`src/design/kst_pkg.sv`:
```
// Package for the key set table: sizes, codes, shared types and key compare.
`timescale 1ns / 1ps

package kst_pkg;

   localparam int SET_SIZE      = 16;
   localparam int IDX_W         = (SET_SIZE > 1) ? $clog2(SET_SIZE) : 1;
   localparam int COUNT_W       = $clog2(SET_SIZE + 1);
   localparam int KEY_W         = 64;
   localparam int MODE_W        = 2;
   localparam int STATUS_W      = 3;
   localparam int ENTRY_COUNT_W = 5;

   localparam logic [IDX_W-1:0] LAST_IDX = IDX_W'(SET_SIZE - 1);

   localparam logic [MODE_W-1:0] MODE_INSERT        = 2'd0;
   localparam logic [MODE_W-1:0] MODE_INSERT_ABSENT = 2'd1;
   localparam logic [MODE_W-1:0] MODE_REMOVE        = 2'd2;
   localparam logic [MODE_W-1:0] MODE_QUERY         = 2'd3;

   localparam logic [STATUS_W-1:0] STATUS_INSERTED   = 3'd0;
   localparam logic [STATUS_W-1:0] STATUS_PRESENT    = 3'd1;
   localparam logic [STATUS_W-1:0] STATUS_REMOVED    = 3'd2;
   localparam logic [STATUS_W-1:0] STATUS_NOT_MEMBER = 3'd3;
   localparam logic [STATUS_W-1:0] STATUS_EMPTY      = 3'd4;
   localparam logic [STATUS_W-1:0] STATUS_FULL       = 3'd5;
   localparam logic [STATUS_W-1:0] STATUS_MEMBER     = 3'd6;

   typedef enum logic [1:0] {
      ST_IDLE,
      ST_SCAN,
      ST_FINISH
   } state_type;

   typedef struct packed {
      logic start;
      logic scan;
      logic finish;
   } cmd_type;

   typedef struct packed {
      logic scan_done;
      logic rsp_hold;
   } sts_type;

   function automatic logic is_nan(input logic [KEY_W-1:0] v);
      is_nan = (v[62:52] == 11'h7FF) && (v[51:0] != 52'd0);
   endfunction

   function automatic logic keys_equal(input logic [KEY_W-1:0] a,
                                       input logic [KEY_W-1:0] b);
      if (is_nan(a) || is_nan(b)) begin
         keys_equal = 1'b0;
      end else if ((a[62:0] == 63'd0) && (b[62:0] == 63'd0)) begin
         keys_equal = 1'b1;
      end else begin
         keys_equal = (a == b);
      end
   endfunction

endpackage

```
`src/design/kst_ctrl.sv`:
```
// Controller state machine for the key set table.
`timescale 1ns / 1ps

module kst_ctrl (
   input  logic             clock,
   input  logic             reset,
   input  logic             req_valid,
   output logic             req_stall,
   input  kst_pkg::sts_type sts,
   output kst_pkg::cmd_type cmd
);

   kst_pkg::state_type state_ff;
   kst_pkg::state_type state_in;

   always_ff @(posedge clock) begin
      if (reset) begin
         state_ff <= kst_pkg::ST_IDLE;
      end else begin
         state_ff <= state_in;
      end
   end

   always_comb begin
      state_in = state_ff;
      unique case (state_ff)
         kst_pkg::ST_IDLE: begin
            if (req_valid) state_in = kst_pkg::ST_SCAN;
         end
         kst_pkg::ST_SCAN: begin
            if (sts.scan_done) state_in = kst_pkg::ST_FINISH;
         end
         kst_pkg::ST_FINISH: begin
            if (!sts.rsp_hold) state_in = kst_pkg::ST_IDLE;
         end
         default: state_in = kst_pkg::ST_IDLE;
      endcase
   end

   always_comb begin
      req_stall  = 1'b1;
      cmd.start  = 1'b0;
      cmd.scan   = 1'b0;
      cmd.finish = 1'b0;
      unique case (state_ff)
         kst_pkg::ST_IDLE: begin
            req_stall = reset;
            cmd.start = req_valid && !reset;
         end
         kst_pkg::ST_SCAN: begin
            cmd.scan = 1'b1;
         end
         kst_pkg::ST_FINISH: begin
            cmd.finish = !sts.rsp_hold;
         end
         default: begin
            req_stall = 1'b1;
         end
      endcase
   end

endmodule

```
`src/design/kst_datapath.sv`:
```
// Datapath for the key set table: key memory, valid marks, scan and result register.
`timescale 1ns / 1ps

module kst_datapath (
   input  logic                                 clock,
   input  logic                                 reset,
   input  kst_pkg::cmd_type                     cmd,
   output kst_pkg::sts_type                     sts,
   input  logic [kst_pkg::MODE_W-1:0]           req_mode,
   input  logic [kst_pkg::KEY_W-1:0]            req_key,
   output logic                                 rsp_valid,
   input  logic                                 rsp_stall,
   output logic [kst_pkg::STATUS_W-1:0]         rsp_status,
   output logic [kst_pkg::ENTRY_COUNT_W-1:0]    rsp_entry_count
);

   logic [kst_pkg::KEY_W-1:0]   key_mem [kst_pkg::SET_SIZE];
   logic [kst_pkg::SET_SIZE-1:0] valid_ff;
   logic [kst_pkg::COUNT_W-1:0] count_ff;

   logic [kst_pkg::MODE_W-1:0]  mode_ff;
   logic [kst_pkg::KEY_W-1:0]   key_ff;
   logic [kst_pkg::IDX_W-1:0]   issue_idx_ff;
   logic                        issue_live_ff;
   logic [kst_pkg::KEY_W-1:0]   rd_data_ff;
   logic [kst_pkg::IDX_W-1:0]   cmp_idx_ff;
   logic                        cmp_live_ff;
   logic                        found_ff;
   logic [kst_pkg::IDX_W-1:0]   found_idx_ff;
   logic                        free_found_ff;
   logic [kst_pkg::IDX_W-1:0]   free_idx_ff;

   logic                        rsp_valid_ff;
   logic [kst_pkg::STATUS_W-1:0] rsp_status_ff;
   logic [kst_pkg::ENTRY_COUNT_W-1:0] rsp_count_ff;

   logic                        match;
   logic [kst_pkg::STATUS_W-1:0] status_in;
   logic                        do_insert;
   logic                        do_remove;
   logic [kst_pkg::COUNT_W-1:0] count_in;

   localparam logic [kst_pkg::COUNT_W-1:0] COUNT_ONE = kst_pkg::COUNT_W'(1);

   assign match = cmp_live_ff && valid_ff[cmp_idx_ff]
                  && kst_pkg::keys_equal(rd_data_ff, key_ff);

   assign sts.scan_done = cmp_live_ff && (cmp_idx_ff == kst_pkg::LAST_IDX);
   assign sts.rsp_hold  = rsp_valid_ff && rsp_stall;

   always_comb begin
      status_in = kst_pkg::STATUS_NOT_MEMBER;
      do_insert = 1'b0;
      do_remove = 1'b0;
      case (mode_ff)
         kst_pkg::MODE_INSERT: begin
            do_insert = free_found_ff;
            status_in = free_found_ff ? kst_pkg::STATUS_INSERTED : kst_pkg::STATUS_FULL;
         end
         kst_pkg::MODE_INSERT_ABSENT: begin
            if (found_ff) begin
               status_in = kst_pkg::STATUS_PRESENT;
            end else begin
               do_insert = free_found_ff;
               status_in = free_found_ff ? kst_pkg::STATUS_INSERTED
                                         : kst_pkg::STATUS_FULL;
            end
         end
         kst_pkg::MODE_REMOVE: begin
            if (count_ff == '0) begin
               status_in = kst_pkg::STATUS_EMPTY;
            end else if (found_ff) begin
               do_remove = 1'b1;
               status_in = kst_pkg::STATUS_REMOVED;
            end else begin
               status_in = kst_pkg::STATUS_NOT_MEMBER;
            end
         end
         default: begin
            status_in = found_ff ? kst_pkg::STATUS_MEMBER : kst_pkg::STATUS_NOT_MEMBER;
         end
      endcase
   end

   always_comb begin
      count_in = count_ff;
      if (do_insert) count_in = count_ff + COUNT_ONE;
      else if (do_remove) count_in = count_ff - COUNT_ONE;
   end

   // key memory: one read port for the scan, one write port at finish
   always_ff @(posedge clock) begin
      if (cmd.scan && issue_live_ff) rd_data_ff <= key_mem[issue_idx_ff];
      if (cmd.finish && do_insert) key_mem[free_idx_ff] <= key_ff;
   end

   always_ff @(posedge clock) begin
      if (cmd.start) begin
         mode_ff <= req_mode;
         key_ff  <= req_key;
      end
      if (cmd.scan && issue_live_ff) cmp_idx_ff <= issue_idx_ff;
      if (cmd.scan && match && !found_ff) found_idx_ff <= cmp_idx_ff;
      if (cmd.scan && issue_live_ff && !valid_ff[issue_idx_ff] && !free_found_ff) begin
         free_idx_ff <= issue_idx_ff;
      end
      if (cmd.finish) begin
         rsp_status_ff <= status_in;
         rsp_count_ff  <= kst_pkg::ENTRY_COUNT_W'(count_in);
      end
   end

   always_ff @(posedge clock) begin
      if (reset) begin
         valid_ff      <= '0;
         count_ff      <= '0;
         issue_idx_ff  <= '0;
         issue_live_ff <= 1'b0;
         cmp_live_ff   <= 1'b0;
         found_ff      <= 1'b0;
         free_found_ff <= 1'b0;
         rsp_valid_ff  <= 1'b0;
      end else begin
         if (cmd.start) begin
            issue_idx_ff  <= '0;
            issue_live_ff <= 1'b1;
            cmp_live_ff   <= 1'b0;
            found_ff      <= 1'b0;
            free_found_ff <= 1'b0;
         end else if (cmd.scan) begin
            cmp_live_ff <= issue_live_ff;
            if (issue_live_ff) begin
               if (issue_idx_ff == kst_pkg::LAST_IDX) issue_live_ff <= 1'b0;
               else issue_idx_ff <= issue_idx_ff + kst_pkg::IDX_W'(1);
               if (!valid_ff[issue_idx_ff]) free_found_ff <= 1'b1;
            end
            if (match) found_ff <= 1'b1;
         end
         if (cmd.finish) begin
            count_ff <= count_in;
            if (do_insert) valid_ff[free_idx_ff] <= 1'b1;
            if (do_remove) valid_ff[found_idx_ff] <= 1'b0;
         end
         if (cmd.finish) rsp_valid_ff <= 1'b1;
         else if (!rsp_stall) rsp_valid_ff <= 1'b0;
      end
   end

   assign rsp_valid       = rsp_valid_ff;
   assign rsp_status      = rsp_status_ff;
   assign rsp_entry_count = rsp_count_ff;

   a_count_matches_marks: assert property (@(posedge clock) disable iff (reset)
      count_ff == kst_pkg::COUNT_W'($countones(valid_ff)))
      else $error("occupancy differs from number of valid marks");

   a_count_bounded: assert property (@(posedge clock) disable iff (reset)
      count_ff <= kst_pkg::COUNT_W'(kst_pkg::SET_SIZE))
      else $error("occupancy above table size");

   a_insert_marks: assert property (@(posedge clock) disable iff (reset)
      (cmd.finish && do_insert) |=> valid_ff[$past(free_idx_ff)])
      else $error("inserted entry not marked valid");

   a_remove_clears: assert property (@(posedge clock) disable iff (reset)
      (cmd.finish && do_remove) |=> !valid_ff[$past(found_idx_ff)])
      else $error("removed entry still marked valid");

endmodule

```
`src/design/key_set_table.sv`:
```
// Top level of the key set table: controller plus datapath.
//
//   channel   direction   handshake              payload
//   req       in          req_valid / req_stall  req_mode[1:0], req_key[63:0]
//   rsp       out         rsp_valid / rsp_stall  rsp_status[2:0], rsp_entry_count[4:0]
//
// Each item is accepted, then the key memory is walked through its single registered read
// port, then the table is updated and the response is given.
// Reset is synchronous and clears all valid marks at once; no clearing pass is needed.
// A waiting result does not block the next item; only a second result held by rsp_stall
// holds the block in its final step.
`timescale 1ns / 1ps

module key_set_table (
   input  logic                              clock,
   input  logic                              reset,
   input  logic                              req_valid,
   output logic                              req_stall,
   input  logic [kst_pkg::MODE_W-1:0]        req_mode,
   input  logic [kst_pkg::KEY_W-1:0]         req_key,
   output logic                              rsp_valid,
   input  logic                              rsp_stall,
   output logic [kst_pkg::STATUS_W-1:0]      rsp_status,
   output logic [kst_pkg::ENTRY_COUNT_W-1:0] rsp_entry_count
);

   kst_pkg::cmd_type cmd;
   kst_pkg::sts_type sts;

   kst_ctrl u_ctrl (
      .clock     (clock),
      .reset     (reset),
      .req_valid (req_valid),
      .req_stall (req_stall),
      .sts       (sts),
      .cmd       (cmd)
   );

   kst_datapath u_datapath (
      .clock           (clock),
      .reset           (reset),
      .cmd             (cmd),
      .sts             (sts),
      .req_mode        (req_mode),
      .req_key         (req_key),
      .rsp_valid       (rsp_valid),
      .rsp_stall       (rsp_stall),
      .rsp_status      (rsp_status),
      .rsp_entry_count (rsp_entry_count)
   );

endmodule
```
`config.mk`:
```
export PLATFORM = sky130hd
export DESIGN_NAME = key_set_table
export DESIGN_NICKNAME = d
export VERILOG_FILES = /design/src/design/kst_pkg.sv /design/src/design/kst_ctrl.sv /design/src/design/kst_datapath.sv /design/src/design/key_set_table.sv
export SDC_FILE = /design/constraint.sdc
export NUM_CORES = 1
export LEC_CHECK = 0
export ABC_AREA = 0
export BUFFER_PORTS_ARGS = -buffer_cell sky130_fd_sc_hd__buf_2
export CAP_MARGIN = 10
export CELL_PAD_IN_SITES_DETAIL_PLACEMENT = 0
export CELL_PAD_IN_SITES_GLOBAL_PLACEMENT = 2
export CORE_MARGIN = 1.5
export CORE_UTILIZATION = 35
export CTS_BUF_LIST = sky130_fd_sc_hd__clkbuf_4 sky130_fd_sc_hd__clkbuf_8 sky130_fd_sc_hd__clkbuf_16
export CTS_CLUSTER_DIAMETER = 100
export DETAILED_ROUTE_END_ITERATION = 7
export GPL_TIMING_DRIVEN = 0
export PLACE_DENSITY_LB_ADDON = 0.1
export SYNTH_ARGS = -nofsm -noshare
export SYNTH_HDL_FRONTEND = slang
export SYNTH_SLANG_ARGS = --single-unit
```
`constraint.sdc`:
```
create_clock -name clock -period 7.8 [get_ports clock]
set_input_delay 1.95 -clock clock [delete_from_list [all_inputs] [get_ports clock]]
set_output_delay 1.95 -clock clock [all_outputs]
set_load 0.05 [all_outputs]
```
==> flow_metrics.env, run 1 <==
export IMPL_globalRouteTotalUtil_pct=19.0
export IMPL_tritoncts="built"
export IMPL_hold_viol_final=0
export IMPL_holdBufCountCts=0
export IMPL_grt_use_met3_pct=3.73
export IMPL_post_route_period_util_pct=58.7
export IMPL_leakage_nw=16.5
export IMPL_area_growth_pct=18.4
export IMPL_final_cell_mix="edfxtp_1, mux4_2, clkbuf_16, buf_2, xor2_1"
export IMPL_cts_buffer_depth=3
export IMPL_clk_latency_ns=0.75
export IMPL_initial_core_util_pct=35.3
export IMPL_ys_flop_type="edfxtp_1"
export IMPL_synthCells=1925
export IMPL_ctsResizeCount=0
export IMPL_top_usage_layer="met2"
export IMPL_gp_congestion=0.753
export IMPL_dieArea_mm2=0.133
export IMPL_worst_ep_required_time_ns=5.85
export IMPL_grt_remaining_overflow=0
export IMPL_start_kind="input port"
export IMPL_final_max_slew_viol_count=0
export IMPL_drv_cap=0
export IMPL_clk_pin_slew_ns=0.06
export IMPL_grt_max_degree=41
export IMPL_die_h_um=364
export IMPL_slowest_stage="nor3_1"
export IMPL_mostFrequentLayoutCell="edfxtp_1"
export IMPL_synth_seq_area_share_pct=78.6
export IMPL_layout_nets=2286
export IMPL_dpl_cell_area_mm2=0.0497
export IMPL_htree_num_levels=4
export IMPL_slew_limit_headroom_pct=13.7
export IMPL_crit_path_end_kind="output port"
export IMPL_outcome="completed"
export IMPL_final_setup_skew_ns=0.0173
export IMPL_cts_root_buffer="clkbuf_16"
export IMPL_syn_avg_cell_area_um2=23.7
export IMPL_drt_iter0_markers=2232
export IMPL_core_area_mm2=0.129
export IMPL_cp_arrival_ns=2.63
export IMPL_pin_count=80
export IMPL_fillers=11200
export IMPL_finalCriticalPeriod_ns=4.58
export IMPL_min_path_type="reg -> reg"
export IMPL_avgViaCountPerCell=5.26
export IMPL_drc=0
export IMPL_met2_usage_pct=30.2
export IMPL_drt_wl_total_um=123000
export IMPL_multi_input_area_mm2=0.00951
export IMPL_cts_setup_buffers=0
export IMPL_crit_chain="buf_2 -> nor3_1 -> inv_1 -> buf_2"
export IMPL_peakVddDrop_v=0.000216
export IMPL_grt_pass1_vias=22400
export IMPL_grt_antenna_before_repair=3
export IMPL_finalSetupViolations=0
export IMPL_crit_type="in -> out"
export IMPL_portBuffers=79
export IMPL_synthDistinctLibCells=45
export IMPL_wl_per_cell_um=30.4
export IMPL_num_rows=132
export IMPL_yosysWarningCount=0
export IMPL_dp_hpwl_um=81600
export IMPL_crit_path_frequent_cell="buf_2"
export IMPL_synth_fp_nets=1999
export IMPL_worstPathMaxFanout=6
export IMPL_die_w_um=364
export IMPL_vias=21300
export IMPL_cts_buffers=137
export IMPL_finalPower_mw=13.7
export IMPL_path_buf_inv=3
export IMPL_power_density_mw_per_mm2=253
export IMPL_rsz0062_at_grt="false"
export IMPL_cts_sinks=1206
export IMPL_timing_fmax_mhz=218
export IMPL_ant_nets=0
export IMPL_grt_pass1_wl_um=173000
export IMPL_post_route_cell_area_mm2=0.0541
export IMPL_netlist_area_mm2=0.0457
export IMPL_ys_ff_latch=1206
export IMPL_tightest_slew_ns=1.28
export IMPL_use_met1_pct=26.7
export IMPL_diodes=0
export IMPL_drive_above_1_share_pct=32.4
export IMPL_regArea_mm2=0.0359
export IMPL_synth_edf_count=1174
export IMPL_drt_pass1_iter_count=5
export IMPL_cp_top_family="buffers and inverters"
export IMPL_ys_async_sr_fraction_pct=0
export IMPL_max_stage_delay_ns=0.22
==> report_power, final <==
group	total (mW)	switching [mW]	internal, mW
logic	0.295	0.163	0.132
registers	7.18	0.0766	7.11
clock network	6.22	2.58	3.64
total	13.7	2.82	10.9
==> path summary, 6_finish.rpt <==
kind                                      start                                    to  slack [ns]  cells after the start
max reg2reg      u_datapath.key_ff[6]$_DFFE_PP_  u_datapath.found_idx_ff[2]$_DFFE_PP_        3.52                      6
max                                       reset                             req_stall        3.22                      4
min reg2reg  u_datapath.cmp_idx_ff[0]$_DFFE_PP_  u_datapath.found_idx_ff[0]$_DFFE_PP_        0.45                      0
min          u_datapath.cmp_idx_ff[0]$_DFFE_PP_  u_datapath.found_idx_ff[0]$_DFFE_PP_        0.45                      0
==> layer usage <==
metal	vias to the layer above	routed length, µm
li1	8873	-
met1	11700	55500
met2	550	58900
met3	166	5980
met4	0	2690
met5	-	0
==> worst register-to-register path, delay by kind of cell, from the launching register on <==
family,cells,cell delay [ns]
compound gates,2,1.06
simple gates,4,2.22
flops,1,0.64
==> cell type report <==
| type | instances | area share [%] |
|---|---|---|
| Sequential cell | 1206 | 66.4 |
| Multi-Input combinational cell | 631 | 17.6 |
| Clock buffer | 160 | 6.82 |
| Tap cell | 1742 | 4.03 |
| Timing Repair Buffer | 148 | 3.31 |
| Clock inverter | 78 | 1.17 |
| Buffer | 80 | 0.648 |
| Inverter | 8 | 0.0602 |
==> cell families (layout without fill, tap and decap cells) <==
kind of cell | count (synthesis) | count (layout) | share of synthesized area [%]
DFF | 1206 | 1206 | 78.6
muxes | 330 | 330 | 16.3
and+or+nand+nor | 184 | 184 | 2.16
buffers and inverters | 88 | 474 | 0.833
xor gates and xnor gates | 72 | 72 | 1.38
AOI/OAI and AO/OA | 41 | 41 | 0.630
adders and majority gates | 4 | 4 | 0.110
==> stage by stage <==
| step | setup TNS [ns] | setup WS [ns] | hold WS (ns) | std cells | utilization, % |
|---|---|---|---|---|---|
| after global placement | -3205.72 | -7.02 | 0.436 | 3746 | 37.3 |
| after global routing | 0 | 3.03 | 0.482 | 4053 | 41.8 |
| after CTS | 0 | 3.20 | 0.453 | 4050 | 41.7 |
| after detailed placement | 0 | 2.42 | 0.439 | 3812 | 38.4 |
| after floorplan | 0 | 0.312 | 0.420 | 1925 | - |
| final | 0 | 3.22 | 0.452 | 4053 | 41.8 |
==> Yosys cell counts (4+ instances only) <==
master	n	share of area (%)
nand2b_1	10	0.14
o21ai_0	4	0.044
nand4_1	18	0.25
o22ai_1	10	0.14
mux4_2	330	16
nand3_1	11	0.12
xor2_1	68	1.3
nor2_1	42	0.35
ha_1	4	0.11
nand2_1	26	0.21
nor4_1	49	0.67
edfxtp_1	1174	77
inv_1	8	0.066
dfxtp_1	32	1.4
xnor2_1	4	0.077
nor3_1	10	0.11
clkbuf_1	42	0.35
a21oi_1	11	0.12
buf_2	34	0.37
==> registers in the layout, summed over array words and instances (netlist names) <==
signal	count
u_datapath.valid_ff	16
u_datapath.found_idx_ff	4
u_datapath.rd_data_ff	64
u_datapath.cmp_live_ff	1
u_datapath.rsp_status	3
u_datapath.cmp_idx_ff	4
u_datapath.issue_idx_ff	4
u_datapath.free_idx_ff	4
u_datapath.mode_ff	2
u_datapath.key_mem	1024
u_datapath.found_ff	1
u_datapath.rsp_entry_count	5
u_datapath.key_ff	64
u_datapath.issue_live_ff	1
u_datapath.count_ff	5
u_datapath.rsp_valid	1
u_datapath.free_found_ff	1
u_ctrl.state_ff	2
(Power assumes the default switching activity.)
==> run 2: changes to the inputs <==
--- a/config.mk
+++ b/config.mk
@@ -5,7 +5,7 @@
 export SDC_FILE = /design/constraint.sdc
 export NUM_CORES = 1
 export LEC_CHECK = 0
-export ABC_AREA = 0
+export ABC_AREA = 1
 export BUFFER_PORTS_ARGS = -buffer_cell sky130_fd_sc_hd__buf_2
 export CAP_MARGIN = 10
 export CELL_PAD_IN_SITES_DETAIL_PLACEMENT = 0
==> constraint.sdc (replaced) <==
create_clock -name clock -period 4.38 [get_ports clock]
set_input_delay 1.095 -clock clock [delete_from_list [all_inputs] [get_ports clock]]
set_output_delay 1.095 -clock clock [all_outputs]
set_load 0.05 [all_outputs]
==> run 2 against run 1 <==
Setup slack lost 2.4 ns. Cell count rose by 44%. Critical path depth grew 1. Cell area up 3.5%. Routed wire length grew 20%. Clock-buffer cell count up 29. Global-route usage is 2.4 points higher. Combinational power grew to 3.7 times the previous value. Via count rose by 41%. Power grew 87%. Register-to-register slack got worse by 2.5 ns. Critical path type unchanged. Critical endpoint unchanged. Highest routed layer unchanged.
==> flow_metrics.env, run 2 <==
export IMPL_ctsResizeCount=0
export IMPL_yosysTopAreaCell="edfxtp_1"
export IMPL_avgViaCountPerCell=5.13
export IMPL_clkPwrFrac_pct=45.6
export IMPL_htree_num_levels=4
export IMPL_power_density_mw_per_mm2=459
export IMPL_final_cell_mix="edfxtp_1, nor2_1, o21ai_0, nand2_1, o22ai_1"
export IMPL_cts_setup_buffers=0
export IMPL_top_register="u_datapath.key_mem"
export IMPL_hp_start="u_datapath.cmp_live_ff$_SDFFE_PP0N_"
export IMPL_tritoncts="built"
export IMPL_dpl_cell_area_mm2=0.0513
export IMPL_ys_flop_type="edfxtp_1"
export IMPL_worstPathMaxFanout=10
export IMPL_clk_pin_slew_ns=0.05
export IMPL_timing_fmax_mhz=283
export IMPL_syn_avg_cell_area_um2=12.9
export IMPL_r2r_cells=12
export IMPL_rsz0062_at_grt="false"
export IMPL_initial_core_util_pct=35.2
export IMPL_peakVddDrop_v=0.000315
export IMPL_synth_edf_count=1174
export IMPL_holdWs_ns=0.468
export IMPL_finalCriticalPeriod_ns=3.53
export IMPL_finalSetupViolations=0
export IMPL_reg2reg_slack_ns=1.00
export IMPL_cts_buffer_depth=3
export IMPL_cp_arrival_ns=2.43
export IMPL_drc=0
export IMPL_seqPwrFrac_pct=50.2
export IMPL_dieArea_mm2=0.138
export IMPL_tightest_slew_ns=1.08
export IMPL_slew_limit_headroom_pct=28.1
export IMPL_grt_pass1_vias=29600
export IMPL_synthCells=3694
export IMPL_ant_nets=0
export IMPL_cts_buffers=141
export IMPL_grt_pass1_wl_um=212000
export IMPL_gp_congestion=0.785
export IMPL_clk_latency_ns=0.76
export IMPL_largest_register_ffs=1024
export IMPL_r2r_start="u_datapath.key_ff[1]$_DFFE_PP_"
export IMPL_num_rows=135
export IMPL_min_to="u_datapath.cmp_live_ff$_SDFFE_PP0N_"
export IMPL_final_setup_skew_ns=0.0299
export IMPL_synthTopCellsByCount="edfxtp_1, nor2_1, o21ai_0"
export IMPL_synth_fp_nets=3768
export IMPL_synth_top_cells_by_area="edfxtp_1, nor2_1, o21ai_0"
export IMPL_netlist_area_mm2=0.0476
export IMPL_cts_sinks=1206
export IMPL_core_area_mm2=0.135
export IMPL_post_route_period_util_pct=80.6
export IMPL_drv_cap=0
export IMPL_hold_viol_final=0
export IMPL_synthDistinctLibCells=39
export IMPL_portBuffers=78
export IMPL_switchingPower_mw=5.62
export IMPL_drt_wl_total_um=148000
export IMPL_drive_above_1_share_pct=11.8
export IMPL_leakage_nw=18.8
export IMPL_die_w_um=372
export IMPL_area_growth_pct=17.6
export IMPL_ys_async_sr_fraction_pct=0
export IMPL_mostFrequentLayoutCell="edfxtp_1"
export IMPL_top_regs="u_datapath.key_mem (1024), u_datapath.key_ff (64), u_datapath.rd_data_ff (64)"
export IMPL_finalNonFillerCells=5854
export IMPL_crit_path_end_kind="output port"
export IMPL_grt_antenna_before_repair=5
export IMPL_p_int_mw=20.0
export IMPL_vias=30000
export IMPL_drt_pass1_iter_count=5
export IMPL_die_h_um=372
export IMPL_holdBufCountCts=0
export IMPL_timing_rr_end="u_datapath.found_idx_ff[1]$_DFFE_PP_"
export IMPL_crit_type="in -> out"
export IMPL_min_path_cells=2
export IMPL_yosysMostFrequentCell="edfxtp_1"
export IMPL_synth_seq_area_share_pct=75.4
export IMPL_fin_setup_tns_ns=0
export IMPL_netSwitchingFraction_pct=21.9
export IMPL_grt_remaining_overflow=0
export IMPL_cts_root_buffer="clkbuf_16"
export IMPL_grt_max_degree=38
export IMPL_final_max_slew_viol_count=0
export IMPL_pin_count=80
export IMPL_worst_ep_required_time_ns=3.28
export IMPL_ys_ff_latch=1206
export IMPL_start_kind="input port"
export IMPL_globalRouteTotalUtil_pct=21.5
export IMPL_yosys_area_top_type_share_pct=74.1
export IMPL_drt_iter0_markers=2697
export IMPL_yosysWarningCount=0
export IMPL_outcome="completed"
export IMPL_post_route_cell_area_mm2=0.0560
export IMPL_placedCellCount=5600
export IMPL_dp_hpwl_um=101000
export IMPL_layout_nets=4036
export IMPL_power_frac_comb_pct=4.3
export IMPL_wl_per_cell_um=25.2
export IMPL_min_path_type="reg -> reg"
==> run 2: changes by cell type after synthesis, sizes merged, moves of 146 or more <==
| cell | before | now |
|---|---|---|
| mux4 | 330 | 0 |
| inv | 8 | 154 |
| nand2 | 26 | 376 |
| nor2 | 42 | 700 |
| o22ai | 10 | 162 |
| o21ai | 4 | 537 |
==> run 2: final cells by class <==
cell class,instances,area [µm²]
inverter,158,602
clock inverter,64,626
fill,12700,79200
multi-input combinational,2120,10200
sequential,1206,35900
buffer,210,996
timing repair buffer,125,1400
antenna,1,2.50
tap,1781,2230
clock buffer,189,3980
==> run 2: how the worst max path moves through the flow <==
stage                                   startpoint                                   end  slack, ns  depth (start not counted)
floorplan                                rsp_stall   u_datapath.key_mem[12][0]$_DFFE_PP_      -0.43                          5
detailed placement                       rsp_stall   u_datapath.key_mem[6][27]$_DFFE_PP_       0.78                          8
finish                                       reset                             req_stall       0.85                          5
CTS                 u_datapath.key_ff[1]$_DFFE_PP_  u_datapath.found_idx_ff[1]$_DFFE_PP_       0.81                         12
global placement                         rsp_stall  u_datapath.key_mem[15][24]$_DFFE_PP_      -4.14                          6
global route        u_datapath.key_ff[1]$_DFFE_PP_  u_datapath.found_idx_ff[0]$_DFFE_PP_       0.74                         12
==> run 2: through the flow <==
stage	util (%)	total power [mW]	setup WS, ns
final	41.4	25.7	0.850
after global routing	41.4	26.5	0.738
after CTS	41.4	26.0	0.814
after detailed placement	38.0	14.2	0.776
after global placement	37.2	14.2	-4.14
after floorplan	-	13.7	-0.430
==> run 2: logic make-up after synthesis <==
logic type | share of synthesized area, %
compound gates | 10.7
xor+xnor | 0.239
fa+ha+maj | 0.105
buf+inv | 3.35
flops | 75.4
simple gates | 10.2
==> run 2: critical path, cell delays in order <==
cell      delay [ns]
buf_2           0.23
clkinv_1        0.31
clkbuf_1        0.37
nand2_1         0.16
buf_2           0.27
==> run 2: metal layers <==
| metal | wire length (µm) | GRT usage (%) | vias to the layer above |
|---|---|---|---|
| li1 | - | - | 14100 |
| met1 | 68900 | 30.3 | 15000 |
| met2 | 69100 | 34.6 | 707 |
| met3 | 6460 | 3.06 | 195 |
| met4 | 3230 | 5.96 | 0 |
| met5 | 0 | 0 | - |
==> run 2: power by group through the flow <==
stage                     clock network [mW]  registers (mW)  logic [mW]
final                                   11.7            12.9        1.10
after global routing                    12.4            12.9        1.22
after CTS                               12.0            12.9        1.12
after detailed placement                   0            13.1        1.12
after global placement                     0            13.1        1.10
after floorplan                            0            13.0       0.623
==> run 3: changes to the inputs <==
==> constraint.sdc (replaced) <==
create_clock -name clock -period 3.45 [get_ports clock]
set_input_delay 0.8625 -clock clock [delete_from_list [all_inputs] [get_ports clock]]
set_output_delay 0.8625 -clock clock [all_outputs]
set_load 0.05 [all_outputs]
==> run 3 against run 2 <==
Register-to-register slack got worse by 0.81 ns. Power rose by 25%. Sequential share of layout area rose by 0.15 points. Clock power rose by 22%.
==> flow_metrics.env, run 3 (synthesized netlist as in run 2, its figures left out) <==
export IMPL_outcome="completed"
export IMPL_vias=29800
export IMPL_tritoncts="built"
export IMPL_initial_core_util_pct=35.2
export IMPL_post_route_cell_area_mm2=0.0558
export IMPL_core_area_mm2=0.135
export IMPL_dieArea_mm2=0.138
export IMPL_slew_limit_headroom_pct=31.3
export IMPL_rsz0062_at_grt="false"
export IMPL_dpl_cell_area_mm2=0.0513
export IMPL_dp_hpwl_um=101000
export IMPL_cts_buffers=137
export IMPL_drive_above_1_share_pct=11.4
export IMPL_ant_nets=0
export IMPL_top_regs="u_datapath.key_mem (1024), u_datapath.key_ff (64), u_datapath.rd_data_ff (64)"
export IMPL_drt_wl_total_um=147000
export IMPL_final_setup_skew_ns=0.0276
export IMPL_cts_root_buffer="clkbuf_16"
export IMPL_die_h_um=372
export IMPL_grt_max_degree=38
export IMPL_avgViaCountPerCell=5.09
export IMPL_peakVddDrop_v=0.000497
export IMPL_wl_per_cell_um=25.1
export IMPL_grt_pass1_vias=29500
export IMPL_post_route_period_util_pct=94.5
export IMPL_worst_ep_required_time_ns=3.87
export IMPL_finalSetupViolations=0
export IMPL_finalCriticalPeriod_ns=3.26
export IMPL_final_max_slew_viol_count=0
export IMPL_die_w_um=372
export IMPL_holdBufCountCts=0
export IMPL_cts_buffer_depth=3
export IMPL_mostFrequentLayoutCell="edfxtp_1"
export IMPL_clk_pin_slew_ns=0.06
export IMPL_cp_arrival_ns=3.68
export IMPL_power_density_mw_per_mm2=575
export IMPL_finalCoreUtilization_pct=41.3
export IMPL_grt_remaining_overflow=0
export IMPL_pin_count=80
export IMPL_placedCellCount=5598
export IMPL_holdWs_ns=0.265
export IMPL_gp_congestion=0.775
export IMPL_area_growth_pct=17.3
export IMPL_drc=0
export IMPL_start_kind="register"
export IMPL_final_cell_mix="edfxtp_1, nor2_1, o21ai_0, nand2_1, o22ai_1"
export IMPL_htree_num_levels=4
export IMPL_clk_latency_ns=0.77
export IMPL_hold_viol_final=0
export IMPL_timing_fmax_mhz=307
export IMPL_top_register="u_datapath.key_mem"
export IMPL_crit_path_end_kind="register"
export IMPL_globalRouteTotalUtil_pct=21.4
export IMPL_crit_type="reg -> reg"
export IMPL_worstPathMaxFanout=19
export IMPL_drt_pass1_iter_count=5
export IMPL_finalNonFillerCells=5858
export IMPL_largest_register_ffs=1024
export IMPL_grt_antenna_before_repair=5
export IMPL_cts_sinks=1206
export IMPL_tightest_slew_ns=1.03
export IMPL_drv_cap=0
export IMPL_leakage_nw=18.7
export IMPL_drt_iter0_markers=2592
export IMPL_min_path_type="in -> reg"
export IMPL_grt_pass1_wl_um=211000
export IMPL_finalPower_mw=32.1
export IMPL_portBuffers=78
export IMPL_num_rows=135
export IMPL_fillers=12800
export IMPL_layout_nets=4038
==> run 3: changes by cell type in the layout (fill, tap and decap cells not counted), moves of 3 or more <==
| cell | delta |
|---|---|
| diode_2 | +5 |
| clkinv_8 | +4 |
| clkbuf_4 | -10 |
| buf_4 | +8 |
| inv_6 | -6 |
| clkinv_1 | +16 |
| buf_12 | -5 |
| buf_16 | +3 |
| bufinv_16 | -4 |
==> run 3: power by group <==
group | switching (mW) | total [mW] | internal [mW]
Combinational | 1.02 | 1.41 | 0.395
Clock | 5.90 | 14.3 | 8.45
Sequential | 0.205 | 16.3 | 16.1
Total | 7.12 | 32.1 | 25.0
==> run 3: worst paths after layout <==
| check | from | slack [ns] | to | cells after the start |
|---|---|---|---|---|
| setup / recovery | u_datapath.key_ff[7]$_DFFE_PP_ | 0.19 | u_datapath.found_idx_ff[3]$_DFFE_PP_ | 12 |
| hold / removal | req_key[57] | 0.26 | u_datapath.key_ff[57]$_DFFE_PP_ | 1 |
| setup reg to reg | u_datapath.key_ff[7]$_DFFE_PP_ | 0.19 | u_datapath.found_idx_ff[3]$_DFFE_PP_ | 12 |
| hold reg to reg | u_datapath.cmp_live_ff$_SDFFE_PP0N_ | 0.47 | u_datapath.cmp_live_ff$_SDFFE_PP0N_ | 2 |
==> run 3: timing repair <==
item | 4_1_cts | 5_1_grt
buffers inserted | 2 | 6
resized for setup | 0 | 0
endpoints found under the setup margin | 4 | 4
==> run 3: per-stage QoR <==
| step | TNS (ns) | worst slack, ns |
|---|---|---|
| after global placement | -2732.24 | -4.72 |
| after CTS | 0 | 0.0283 |
| after floorplan | -435.49 | -1.09 |
| after global routing | 0 | 0.0189 |
| final | 0 | 0.188 |
| after detailed placement | -0.358 | -0.0896 |
==> run 3: per-layer routing <==
layer / track usage (%) / wire [µm]
met1: 29.8 / 68000
met2: 34.9 / 69300
met3: 3.33 / 7060
met4: 5.49 / 2900
met5: 0 / 0
==> run 3: layout make-up <==
cell class,count,area (µm²),area share (%)
sequential,1206,35900,64.3
inverter,158,602,1.08
antenna,6,15.0,0.0269
clock inverter,69,539,0.966
timing repair buffer,131,1440,2.58
clock buffer,177,3880,6.95
buffer,210,996,1.78
tap,1781,2230,3.99
multi-input combinational,2120,10200,18.3
==> run 3: critical path, stage by stage (launching register included) <==
cell and delay, ns:
edfxtp_1 0.86, inv_1 0.09, nand2_1 0.08, nand2_1 0.05, nor2_1 0.09, nand2_1 0.13
nor2_1 0.38, nand2_1 0.09, nor2_1 0.29, nand2_1 0.10, nand2_1 0.29, nand2_1 0.14
nor2_1 0.31
